[config.mk]
export PLATFORM = sky130hd
export DESIGN_NAME = modular_exponentiation_top
export DESIGN_NICKNAME = d
export VERILOG_FILES = /design/src/rtl/mexp_pkg.sv /design/src/rtl/modular_exponentiation_top.sv /design/src/rtl/mexp_modadd.sv
export SDC_FILE = /design/constraint.sdc
export NUM_CORES = 1
export LEC_CHECK = 0
export BUFFER_PORTS_ARGS = -buffer_cell sky130_fd_sc_hd__buf_2
export CORE_MARGIN = 4
export CORE_UTILIZATION = 50
export CTS_CLUSTER_DIAMETER = 80
export DETAILED_ROUTE_END_ITERATION = 8
export PLACE_DENSITY = 0.75
export REMOVE_ABC_BUFFERS = 1
export SKIP_CTS_REPAIR_TIMING = 1
export SLEW_MARGIN = 0
export SYNTH_ARGS = -nofsm -noshare
export SYNTH_HDL_FRONTEND = slang
export SYNTH_SLANG_ARGS = --single-unit
[constraint.sdc]
create_clock -name clk_i -period 8 [get_ports clk_i]
set_clock_uncertainty 0.15 [all_clocks]
set_input_delay 0.4 -clock clk_i [delete_from_list [all_inputs] [get_ports clk_i]]
set_output_delay 0.4 -clock clk_i [all_outputs]
set_load 0.005 [all_outputs]
[src/rtl/mexp_pkg.sv]
// ----------------------------------------------------------------------------
// Modular exponentiation package
// Word types, sequencer states and default widths.
// ----------------------------------------------------------------------------
package mexp_pkg;

  localparam int unsigned FieldW   = 32;
  localparam int unsigned WidthDef = 32;

  typedef struct packed {
    logic [FieldW-1:0] base;
    logic [FieldW-1:0] exponent;
    logic [FieldW-1:0] modulus;
  } mexp_in_t;

  typedef struct packed {
    logic [FieldW-1:0] power;
    logic              bad_modulus;
  } mexp_out_t;

  typedef enum logic [2:0] {
    ST_IDLE,
    ST_REDUCE,
    ST_EBIT,
    ST_MDBL,
    ST_MADD
  } mexp_state_e;

endpackage

[src/rtl/modular_exponentiation_top.sv]
// ----------------------------------------------------------------------------
// Modular exponentiation
// Right-to-left square-and-multiply over a shared double-and-add modular unit.
//
//   channel   handshake        word        direction
//   input     start / busy     item_i      in
//   result    done_o strobe    result_o    out
//
// Zero modulus: result strobe in the cycle after the word is taken.
// Otherwise the base is first reduced mod the modulus, then each exponent bit up
// to the highest set one costs a multiply when set, then a square of the base;
// each modular product doubles once per multiplier bit, MSB first, and adds
// once per set multiplier bit, all on the shared modular adder.
// Reset clears the sequencer; the result strobe cannot be stalled.
// ----------------------------------------------------------------------------
module modular_exponentiation_top #(
  parameter int unsigned WIDTH = mexp_pkg::WidthDef
) (
  input  logic                clk_i,
  input  logic                rst_ni,
  input  logic                start,
  output logic                busy,
  input  mexp_pkg::mexp_in_t  item_i,
  output logic                done_o,
  output mexp_pkg::mexp_out_t result_o
);

  localparam int unsigned CntW   = $clog2(WIDTH);
  localparam int unsigned FieldW = mexp_pkg::FieldW;

  mexp_pkg::mexp_state_e state_q, state_d;

  logic [WIDTH-1:0] base_q, base_d;
  logic [WIDTH-1:0] exp_q, exp_d;
  logic [WIDTH-1:0] mod_q, mod_d;
  logic [WIDTH-1:0] acc_q, acc_d;
  logic [WIDTH-1:0] r_q, r_d;
  logic [WIDTH-1:0] y_q, y_d;
  logic             sq_q, sq_d;
  logic [CntW-1:0]  cnt_q, cnt_d;
  logic             done_q, done_d;
  mexp_pkg::mexp_out_t res_q, res_d;

  logic [WIDTH-1:0] mod_in;
  logic [WIDTH-1:0] x_op;
  logic [WIDTH-1:0] unit_c;
  logic             unit_cin;
  logic [WIDTH-1:0] unit_s;
  logic             accept;
  logic             last;
  logic             step_end;

  assign accept   = start && !busy;
  assign mod_in   = WIDTH'(item_i.modulus);
  assign last     = (cnt_q == '0);
  assign x_op     = sq_q ? base_q : acc_q;
  assign unit_c   = (state_q == mexp_pkg::ST_MADD) ? x_op : r_q;
  assign unit_cin = (state_q == mexp_pkg::ST_REDUCE) && base_q[WIDTH-1];
  assign step_end = (state_q == mexp_pkg::ST_MADD) ||
                    ((state_q == mexp_pkg::ST_MDBL) && !y_q[WIDTH-1]);

  mexp_modadd #(
    .WIDTH (WIDTH)
  ) u_modadd (
    .a_i   (r_q),
    .c_i   (unit_c),
    .cin_i (unit_cin),
    .m_i   (mod_q),
    .s_o   (unit_s)
  );

  // next state
  always_comb begin
    state_d = state_q;
    unique case (state_q)
      mexp_pkg::ST_IDLE: begin
        if (accept && (mod_in != '0)) state_d = mexp_pkg::ST_REDUCE;
      end
      mexp_pkg::ST_REDUCE: begin
        if (last) state_d = mexp_pkg::ST_EBIT;
      end
      mexp_pkg::ST_EBIT: begin
        state_d = (exp_q == '0) ? mexp_pkg::ST_IDLE : mexp_pkg::ST_MDBL;
      end
      mexp_pkg::ST_MDBL: begin
        if (y_q[WIDTH-1])      state_d = mexp_pkg::ST_MADD;
        else if (last && sq_q) state_d = mexp_pkg::ST_EBIT;
      end
      mexp_pkg::ST_MADD: begin
        state_d = (last && sq_q) ? mexp_pkg::ST_EBIT : mexp_pkg::ST_MDBL;
      end
      default: state_d = mexp_pkg::ST_IDLE;
    endcase
  end

  // datapath and outputs
  always_comb begin
    base_d = base_q;
    exp_d  = exp_q;
    mod_d  = mod_q;
    acc_d  = acc_q;
    r_d    = r_q;
    y_d    = y_q;
    sq_d   = sq_q;
    cnt_d  = cnt_q;
    done_d = 1'b0;
    res_d  = res_q;
    unique case (state_q)
      mexp_pkg::ST_IDLE: begin
        if (accept) begin
          base_d = WIDTH'(item_i.base);
          exp_d  = WIDTH'(item_i.exponent);
          mod_d  = mod_in;
          acc_d  = WIDTH'(1);
          r_d    = '0;
          cnt_d  = CntW'(WIDTH - 1);
          if (mod_in == '0) begin
            done_d            = 1'b1;
            res_d.power       = '0;
            res_d.bad_modulus = 1'b1;
          end
        end
      end
      mexp_pkg::ST_REDUCE: begin
        // shift base bits into the remainder, MSB first
        r_d    = unit_s;
        base_d = base_q << 1;
        cnt_d  = cnt_q - CntW'(1);
        if (last) base_d = unit_s;
      end
      mexp_pkg::ST_EBIT: begin
        if (exp_q == '0) begin
          done_d            = 1'b1;
          res_d.power       = FieldW'(acc_q);
          res_d.bad_modulus = 1'b0;
        end else begin
          sq_d  = !exp_q[0];
          r_d   = '0;
          y_d   = base_q;
          cnt_d = CntW'(WIDTH - 1);
        end
      end
      mexp_pkg::ST_MDBL,
      mexp_pkg::ST_MADD: begin
        r_d = unit_s;
        if (step_end) begin
          y_d   = y_q << 1;
          cnt_d = cnt_q - CntW'(1);
          if (last) begin
            if (sq_q) begin
              base_d = unit_s;
              exp_d  = exp_q >> 1;
            end else begin
              // multiply done; square the base next
              acc_d = unit_s;
              sq_d  = 1'b1;
              r_d   = '0;
              y_d   = base_q;
              cnt_d = CntW'(WIDTH - 1);
            end
          end
        end
      end
      default: ;
    endcase
  end

  always_ff @(posedge clk_i or negedge rst_ni) begin
    if (!rst_ni) begin
      state_q <= mexp_pkg::ST_IDLE;
      done_q  <= 1'b0;
    end else begin
      state_q <= state_d;
      done_q  <= done_d;
    end
  end

  always_ff @(posedge clk_i) begin
    base_q <= base_d;
    exp_q  <= exp_d;
    mod_q  <= mod_d;
    acc_q  <= acc_d;
    r_q    <= r_d;
    y_q    <= y_d;
    sq_q   <= sq_d;
    cnt_q  <= cnt_d;
    res_q  <= res_d;
  end

  assign busy     = (state_q != mexp_pkg::ST_IDLE);
  assign done_o   = done_q;
  assign result_o = res_q;

endmodule

[src/rtl/mexp_modadd.sv]
// ----------------------------------------------------------------------------
// Modular adder
// Computes (a + c + cin) mod m for a, c below m; one conditional subtract.
// ----------------------------------------------------------------------------
module mexp_modadd #(
  parameter int unsigned WIDTH = mexp_pkg::WidthDef
) (
  input  logic [WIDTH-1:0] a_i,
  input  logic [WIDTH-1:0] c_i,
  input  logic             cin_i,
  input  logic [WIDTH-1:0] m_i,
  output logic [WIDTH-1:0] s_o
);

  logic [WIDTH:0] sum;
  logic [WIDTH:0] diff;

  assign sum  = {1'b0, a_i} + {1'b0, c_i} + {{WIDTH{1'b0}}, cin_i};
  assign diff = sum - {1'b0, m_i};

  // sum stays below 2m, so one subtract brings it into range
  assign s_o = (sum >= {1'b0, m_i}) ? diff[WIDTH-1:0] : sum[WIDTH-1:0];

endmodule

==> results of run 1 <==
Yosys cell counts, types with 6 or more instances:
cell type and instances:
nand2_1 225, a221o_1 17, and2_1 45, nor4_1 19, o211ai_1 7, nor2_1 112
o21bai_1 8, o21ai_1 19, o21ai_0 102, xnor2_1 38, a31oi_1 9, nor2b_1 9
inv_1 50, nand3_1 12, nand2b_1 6, and3_1 8, edfxtp_1 231, nand4_1 14
or2_2 6, ha_1 64, o21a_1 10, clkbuf_1 61, a211o_1 12, mux2i_2 7
a21o_1 27, mux2i_1 39, xor2_1 17, mux2_2 31, nor3_1 12, a211oi_1 11
a21oi_1 81
layer usage:
layer	routed length [µm]	part of all wire
met5	0	0
met4	1020	0.026
met3	2660	0.067
met2	19100	0.48
met1	16900	0.43
per-stage QoR:
| stage | hold WS (ns) | cell area (µm²) | worst slack, ns | util | instances |
|---|---|---|---|---|---|
| floorplan | -0.0456 | 13900 | 0.634 | - | 1320 |
| finish | -0.0216 | 16700 | 0.715 | 0.599 | 1959 |
| global route | 0.00137 | 16700 | 0.115 | 0.599 | 1959 |
| CTS | -0.493 | 16100 | 0.804 | 0.576 | 1897 |
| global placement | 0.0719 | 15300 | 0.990 | 0.548 | 1849 |
| detailed placement | 0.0729 | 15300 | 0.836 | 0.548 | 1849 |
state kept, by name (all words and copies together) (netlist names), 5 cells and up:
name and cells:
acc_q 32, base_q 32, cnt_q 5, exp_q 32, mod_q 32, r_q 32
result_o 33, y_q 32
logic make-up (layout without fill, tap and decap cells):
group / count (synthesis) / count (layout)
muxes: 78 / 78
xor gates and xnor gates: 55 / 55
buffers and inverters: 122 / 311
AOI/OAI and AO/OA: 356 / 356
adders and majority gates: 67 / 67
DFF: 235 / 235
and+or+nand+nor: 479 / 479
worst max path at each step:
| stage | from | endpoint | slack (ns) |
|---|---|---|---|
| floorplan | state_q[0] | base_q[0] | 0.63 |
| global placement | state_q[0] | base_q[30] | 0.99 |
| detailed placement | state_q[0] | base_q[30] | 0.84 |
| CTS | state_q[0] | base_q[30] | 0.80 |
| global route | state_q[0] | base_q[30] | 0.11 |
| finish | state_q[0] | base_q[30] | 0.71 |
area by class of cell:
cell class	count	area (µm²)	share of cell area
Multi-Input combinational cell	1035	6740	0.404
Sequential cell	235	7040	0.422
Clock inverter	14	72.6	0.00435
Inverter	50	188	0.0113
Clock buffer	34	722	0.0433
Tap cell	378	473	0.0284
Timing Repair Buffer	213	1450	0.0867
worst max-delay path: cells and delay by family (launching register included):
| kind | cells | cell delay [ns] |
|---|---|---|
| buf+inv | 1 | 0.28 |
| simple gates | 5 | 1.42 |
| xor+xnor | 1 | 0.16 |
| compound gates | 13 | 3.19 |
| fa+ha+maj | 3 | 1.25 |
| flops | 1 | 0.56 |
==> impl_metrics.json, run 1 <==
{
  "outcome": "complete, but fails checks",
  "violations": "hold timing",
  "firstDrtPassIters": 6,
  "coreArea_mm2": 0.0279,
  "io_pins": 134,
  "arrival_ns": 7.43,
  "nNetsFinal": 1727,
  "rows": 61,
  "grt_util_met3": 0.0364,
  "slowest_stage": "dfrtp_1",
  "met1_usage": 0.326,
  "max_slew_margin": 0.204,
  "num_antenna_cells": 0,
  "grt_max_degree": 67,
  "synth_cell_types": 72,
  "yosysTopAreaCell": "edfxtp_1",
  "ff2ff_setup_slack_ns": 0.71,
  "clock_path_buffers": 3,
  "final.period_utilization": 0.911,
  "hpwl_um": 27700,
  "numPortBuffers": 133,
  "setup-tns-final_ns": 0,
  "hold_violations": 2,
  "cp_slowest_stage_delay_ns": 0.56,
  "cp-start-kind": "register",
  "grt-busiest-layer": "met2",
  "vias": 11545,
  "first_iter_violations": 1175,
  "hold_path.startpoint": "item_i[37]",
  "ys_seq_area_frac": 0.496,
  "netlist_area_mm2": 0.0142,
  "critPathMaxFanout": 33,
  "postSynthCellCount": 1392,
  "htree_levels": 1,
  "cts-buffers-inserted": 26,
  "fp.dieW_um": 176,
  "synthAdderAreaFrac": 0.0607,
  "reg2reg_from": "state_q[0]",
  "rsz0062_at_grt": "no",
  "r2r-end": "base_q[30]",
  "synthXorXnorAreaFrac": 0.0340,
  "synthMuxAreaShare": 0.0600,
  "die-area_mm2": 0.0311,
  "gr-usage-met2": 0.401,
  "wl_per_cell_um": 20.3,
  "path_clk_slew_ns": 0.06,
  "fillers": 2311,
  "fmax_ghz": 0.137,
  "synth_top_family_by_area": "compound AO/OA/AOI/OAI gates",
  "final_cell_mix": "edfxtp_1 (231), nand2_1 (224), buf_2 (133)",
  "ys_async_sr_fraction": 0.0170,
  "cts_num_sinks": 235,
  "via_per_inst": 5.89,
  "postSynthAreaPerCell_um2": 10.2,
  "grt_pass1_vias": 10970,
  "final_common_cell": "edfxtp_1",
  "drt_wl_total_um": 39700,
  "root_buffer": "clkbuf_16",
  "ys_top_cells_by_area": "edfxtp_1 (49%), nand2_1 (6.0%), ha_1 (5.6%)",
  "hp-class": "primary input to register",
  "period_minus_slack_ns": 7.29,
  "synth_top_area_frac": 0.489,
  "whs_endpoint": "exp_q[5]",
  "path_cells": "nor2_1 -> nand2_2 -> nand2_1 -> o21ai_0 -> fa_1 -> fa_1 -> a211o_1 -> o211ai_1 -> a2111oi_0 -> or3b_1 -> a31o_2 -> xor2_1 -> ha_1 -> a21o_1 -> a211o_1 -> a221oi_1 -> nand2_1 -> a21oi_1 -> o211ai_4 -> buf_12 -> a31oi_1 -> o21ai_0 -> o22a_1",
  "cts_tree": "done",
  "hold_slack_ns": -0.0216,
  "crit_required_ns": 8.14,
  "syn_to_final_growth_pct": 17.6,
  "synth-simple-area-share": 0.151,
  "synth_edf_count": 231,
  "ys.flop_type": "edfxtp_1",
  "finalSetupViolations": 0,
  "drc": 0,
  "path_class": "register to register",
  "drive_gt1_frac": 0.165,
  "synth_compound_area_frac": 0.163,
  "grt.total_usage": 0.238,
  "slew_violations": 0,
  "r2r_cells": 23,
  "synth_seq_cells": 235,
  "grt_first_pass_wirelength_um": 59200,
  "crit_path_end_kind": "register",
  "antenna_left": 0,
  "grt_antenna_before_repair": 0,
  "gr-total-overflow": 0,
  "worst_pin_slew_ns": 1.19,
  "yosysWarnings": 0,
  "initial_core_util": 0.509,
  "worstHoldPathCells": 3,
  "fp.dieH_um": 176,
  "max-cap-violations": 0,
  "gp_congestion": 0.973,
  "clk_latency_ns": 0.55
}
Power of run 1 is not shown: default switching activity piles up to over one toggle a cycle in this logic, so the estimate is an artifact.
==> run 2: changes to the inputs <==
MAX_ROUTING_LAYER = met4   (was not set)
SKIP_CTS_REPAIR_TIMING = not set   (was 1)
==> run 2 against run 1 <==
  * The run now ends clean
  * Non-clock buffer count is 11 higher
  * Final area is 1.6% higher
  * Core utilization increased by 0.97 points
  * Die area did not move
  * Via count up 0.82%
  * Hold slack improved by 0.039 ns
  * Worst setup slack lost 0.018 ns
  * Critical endpoint unchanged
==> impl_metrics.json, run 2 (synthesis gave the netlist of run 1 again) <==
{
  "path_class": "register to register",
  "initial_core_util": 0.509,
  "arrival_ns": 7.46,
  "cp-start-kind": "register",
  "crit_start": "state_q[0]",
  "cts_tree": "done",
  "fp.dieW_um": 176,
  "final_cell_mix": "edfxtp_1 (231), nand2_1 (224), buf_2 (133)",
  "first_iter_violations": 1265,
  "die-area_mm2": 0.0311,
  "setup-tns-final_ns": 0,
  "gr-total-overflow": 0,
  "via_per_inst": 5.91,
  "grt_antenna_before_repair": 1,
  "grt_max_degree": 67,
  "critPathMaxFanout": 33,
  "path_clk_slew_ns": 0.06,
  "fmax_ghz": 0.137,
  "clk_latency_ns": 0.56,
  "outcome": "complete, no violations",
  "crit_path_end_kind": "register",
  "vias": 11640,
  "grt_pass1_vias": 11852,
  "hold_slack_ns": 0.0170,
  "wl_per_cell_um": 20.5,
  "finalSetupViolations": 0,
  "fp.dieH_um": 176,
  "nNetsFinal": 1739,
  "largest_reg_flops": 33,
  "drc": 0,
  "worst_pin_slew_ns": 1.19,
  "cts-buffers-inserted": 27,
  "io_pins": 134,
  "hp-class": "primary input to register",
  "slew_violations": 0,
  "final.period_utilization": 0.913,
  "cts_num_sinks": 235,
  "drt_wl_total_um": 40300,
  "antenna_left": 0,
  "hold_path.startpoint": "item_i[82]",
  "clock_path_buffers": 3,
  "period_minus_slack_ns": 7.30,
  "grt_first_pass_wirelength_um": 63000,
  "gp_congestion": 0.974,
  "rsz0062_at_grt": "no",
  "max_slew_margin": 0.208,
  "firstDrtPassIters": 6,
  "htree_levels": 1,
  "syn_to_final_growth_pct": 19.5,
  "grt.total_usage": 0.261,
  "hpwl_um": 27800,
  "utilization": 0.608,
  "final_common_cell": "edfxtp_1",
  "reg2reg_from": "state_q[0]",
  "root_buffer": "clkbuf_16",
  "hold_violations": 0,
  "coreArea_mm2": 0.0279,
  "rows": 61,
  "postCtsSetupBuffers": 0,
  "numPortBuffers": 133,
  "drive_gt1_frac": 0.165,
  "crit_required_ns": 8.16,
  "max-cap-violations": 0
}
-- run 2: cell count changes in the layout (fill, tap and decap cells not counted), moves of 2 or more --
cell,before,now
clkinv_1,6,4
clkbuf_8,2,0
clkinv_4,2,0
dlygate4sd3_1,62,73
bufinv_16,0,7
clkinv_2,5,3
-- run 2: worst max-delay path, cell delays in order (launching register included) --
cell and delay (ns):
dfrtp_1 0.56, nor2_1 0.31, nand2_2 0.38, nand2_1 0.18, o21ai_0 0.14, fa_1 0.46, fa_1 0.43, a211o_1 0.33
o211ai_1 0.20, a21oi_1 0.25, a41o_1 0.37, a31oi_4 0.32, nor3_1 0.09, nor2_1 0.14, xnor2_1 0.16, ha_1 0.34
and4_1 0.23, and3_1 0.19, nand3_1 0.08, nand2_1 0.06, a21oi_1 0.26, o211ai_4 0.34, buf_12 0.28, a31oi_1 0.38
a21oi_1 0.17, o22a_1 0.22
-- run 2: final cells by class --
class                   instances  area (µm²)
diodes                          1        2.50
clock buffers                  32         694
clock inverters                16         256
fillers                      2212       10900
inverters                      50         188
multi-input cells            1035        6740
flip-flops and latches        235        7040
well taps                     378         473
repair buffers                224        1560
-- run 2: layer usage --
layer  vias to the layer above  GRT usage  wire length, µm
met4                         0     0.0690             1020
met3                        77     0.0405             2960
li1                       5472          -                -
met1                      5569      0.332            16800
met2                       522      0.440            19500
met5                         -          -                0
-- run 2: path summary, 6_finish.rpt --
| check | endpoint | slack [ns] | depth (start not counted) |
|---|---|---|---|
| min | base_q[18] | 0.02 | 2 |
| min reg2reg | y_q[18] | 0.40 | 1 |
| max | base_q[30] | 0.70 | 25 |
| max reg2reg | base_q[30] | 0.70 | 25 |
| max in group asynchronous | state_q[2] | 7.49 | 2 |
| min in group asynchronous | state_q[0] | 0.07 | 2 |
-- run 2: through the flow --
stage	std cells	setup WS, ns	area (µm²)
2_1_floorplan	1320	0.634	13900
3_3_place_gp	1849	1.01	15300
3_5_place_dp	1849	0.781	15300
4_1_cts	1970	0.760	16900
5_1_grt	1971	0.185	16900
6_report	1971	0.697	16900
-- run 2: repair_timing --
action                    4_1_cts  5_1_grt
gates resized for setup         0        0
hold buffers                   73        0
hold endpoints to repair       76        0
Power of run 2 is left out for the same reason.
==> run 3: changes to the inputs <==
ABC_AREA = 1   (was not set)
==> run 3 against run 2 <==
  * Hold slack worse by 0.0019 ns
  * Critical path type unchanged
  * First-iteration DRC count is 9.6% higher
  * Flip-flop and latch count stayed put
  * Synthesized area is 15% higher
  * Critical endpoint is now r_q[22]
  * Register-to-register slack better by 0.95 ns
  * Sequential share of layout area is 4.3 points lower
  * Core utilization is 1.4 points lower
  * Fmax is 15% higher
  * Largest cell class is now multi-input combinational cells
  * Critical path depth is 3 higher
  * Worst setup slack better by 0.95 ns
  * Die area is 14% higher
==> impl_metrics.json, run 3 <==
{
  "cts-buffers-inserted": 25,
  "arrival_ns": 6.59,
  "period_minus_slack_ns": 6.35,
  "grt_max_degree": 60,
  "hold_slack_ns": 0.0151,
  "path_class": "register to register",
  "synth_seq_cells": 235,
  "ys.flop_type": "edfxtp_1",
  "cts_tree": "done",
  "fp.dieH_um": 188,
  "postCtsSetupBuffers": 0,
  "path_clk_slew_ns": 0.06,
  "io_pins": 134,
  "nNetsFinal": 2548,
  "gr-total-overflow": 0,
  "synth_top_cells_by_count": "nand2_1 (785), inv_1 (343), edfxtp_1 (231)",
  "fmax_ghz": 0.157,
  "ff2ff_setup_slack_ns": 1.65,
  "finalSetupViolations": 0,
  "critPathMaxFanout": 24,
  "crit_path_end_kind": "register",
  "cp-start-kind": "register",
  "hpwl_um": 37600,
  "final_common_cell": "nand2_1",
  "slowest_stage": "nor2_4",
  "largest_reg_flops": 33,
  "hold_path.startpoint": "item_i[83]",
  "ys_top_cells_by_area": "edfxtp_1 (43%), nand2_1 (18%), inv_1 (7.9%)",
  "ys_async_sr_fraction": 0.0170,
  "grt_antenna_before_repair": 0,
  "coreArea_mm2": 0.0318,
  "hold_violations": 0,
  "max-cap-violations": 0,
  "fillers": 2927,
  "critPathBufInv": 2,
  "gp_congestion": 1.03,
  "synth_edf_count": 231,
  "grt_pass1_vias": 14554,
  "drt_wl_total_um": 49600,
  "ys_seq_area_frac": 0.433,
  "cts_num_sinks": 235,
  "numPortBuffers": 133,
  "crit_start": "state_q[1]",
  "cp_common_cell": "nand2_1",
  "drc": 0,
  "synth_top_area_frac": 0.427,
  "drive_gt1_frac": 0.124,
  "outcome": "complete, no violations",
  "vias": 15037,
  "slew_violations": 0,
  "rsz0062_at_grt": "no",
  "path_depth": 28,
  "fp.dieW_um": 188,
  "first_iter_violations": 1387,
  "via_per_inst": 5.30,
  "cp_slowest_stage_delay_ns": 0.62,
  "hp-class": "primary input to register",
  "final_cell_mix": "nand2_1 (784), inv_1 (343), edfxtp_1 (231)",
  "critPathTopFamily": "simple AND/OR/NAND/NOR gates",
  "wl_per_cell_um": 17.5,
  "initial_core_util": 0.511,
  "r2r_cells": 28,
  "synth_cell_types": 44,
  "final.period_utilization": 0.794,
  "yosysTopAreaCell": "edfxtp_1",
  "yosysWarnings": 0,
  "synth_most_common_cell": "nand2_1",
  "rows": 65,
  "crit_required_ns": 8.24,
  "grt_first_pass_wirelength_um": 78200,
  "root_buffer": "clkbuf_16",
  "clk_latency_ns": 0.55,
  "max_slew_margin": 0.378,
  "firstDrtPassIters": 5,
  "grt.total_usage": 0.282,
  "postSynthCellCount": 2194,
  "syn_to_final_growth_pct": 16.3,
  "antenna_left": 0,
  "htree_levels": 1,
  "clock_path_buffers": 3,
  "worst_pin_slew_ns": 0.933,
  "die-area_mm2": 0.0354,
  "reg2reg_from": "state_q[1]",
  "num_antenna_cells": 0,
  "netlist_area_mm2": 0.0162,
  "postSynthAreaPerCell_um2": 7.40,
  "worstHoldPathCells": 3
}
-- run 3: final timing paths --
path,endpoint
setup / recovery,r_q[22]
hold / removal,base_q[19]
setup reg to reg,r_q[22]
hold reg to reg,y_q[21]
max in group asynchronous,state_q[2]
min in group asynchronous,state_q[1]
-- run 3: timing repair --
| item | in CTS | in global routing |
|---|---|---|
| hold buffers | 70 | 0 |
| hold endpoints to repair | 73 | 0 |
| gates resized for setup | 0 | 0 |
-- run 3: cell families after synthesis --
group,share of synthesized area
simple gates,0.330
buf+inv,0.100
flops,0.433
compound gates,0.0648
fa+ha+maj,0.0530
xor+xnor,0.0189
-- run 3: per-stage QoR --
stage / instance area, µm² / std cells / setup WS (ns) / setup TNS, ns / util
global placement: 17400 / 2720 / 1.82 / 0 / 0.546
detailed placement: 17400 / 2720 / 1.78 / 0 / 0.546
global route: 18900 / 2836 / 1.31 / 0 / 0.594
finish: 18900 / 2836 / 1.65 / 0 / 0.594
CTS: 18900 / 2836 / 1.75 / 0 / 0.594
floorplan: 16000 / 2135 / -3.09 / -105.70 / -
-- run 3: area by class of cell --
| cell class | count | area, µm² | share of cell area |
|---|---|---|---|
| Clock buffer | 31 | 648 | 0.0343 |
| Clock inverter | 15 | 174 | 0.00921 |
| Inverter | 357 | 1340 | 0.0709 |
| Multi-Input combinational cell | 1543 | 7650 | 0.405 |
| Sequential cell | 235 | 7040 | 0.373 |
| Tap cell | 435 | 544 | 0.0288 |
| Timing Repair Buffer | 220 | 1490 | 0.0791 |
-- run 3: per-layer routing --
metal,global-route usage,wire length (µm)
met1,0.356,20900
met2,0.488,24400
met4,0.0762,1390
met3,0.0287,2900
met5,-,0
-- run 3: worst reg2reg max path: cells and delay by family, from the launching register on --
family | cells | cell delay [ns]
adders and majority gates | 3 | 1.48
AOI/OAI and AO/OA | 4 | 0.92
buffers and inverters | 2 | 0.19
DFF | 1 | 0.42
and+or+nand+nor | 19 | 3.04
Power of run 3 is left out for the same reason.
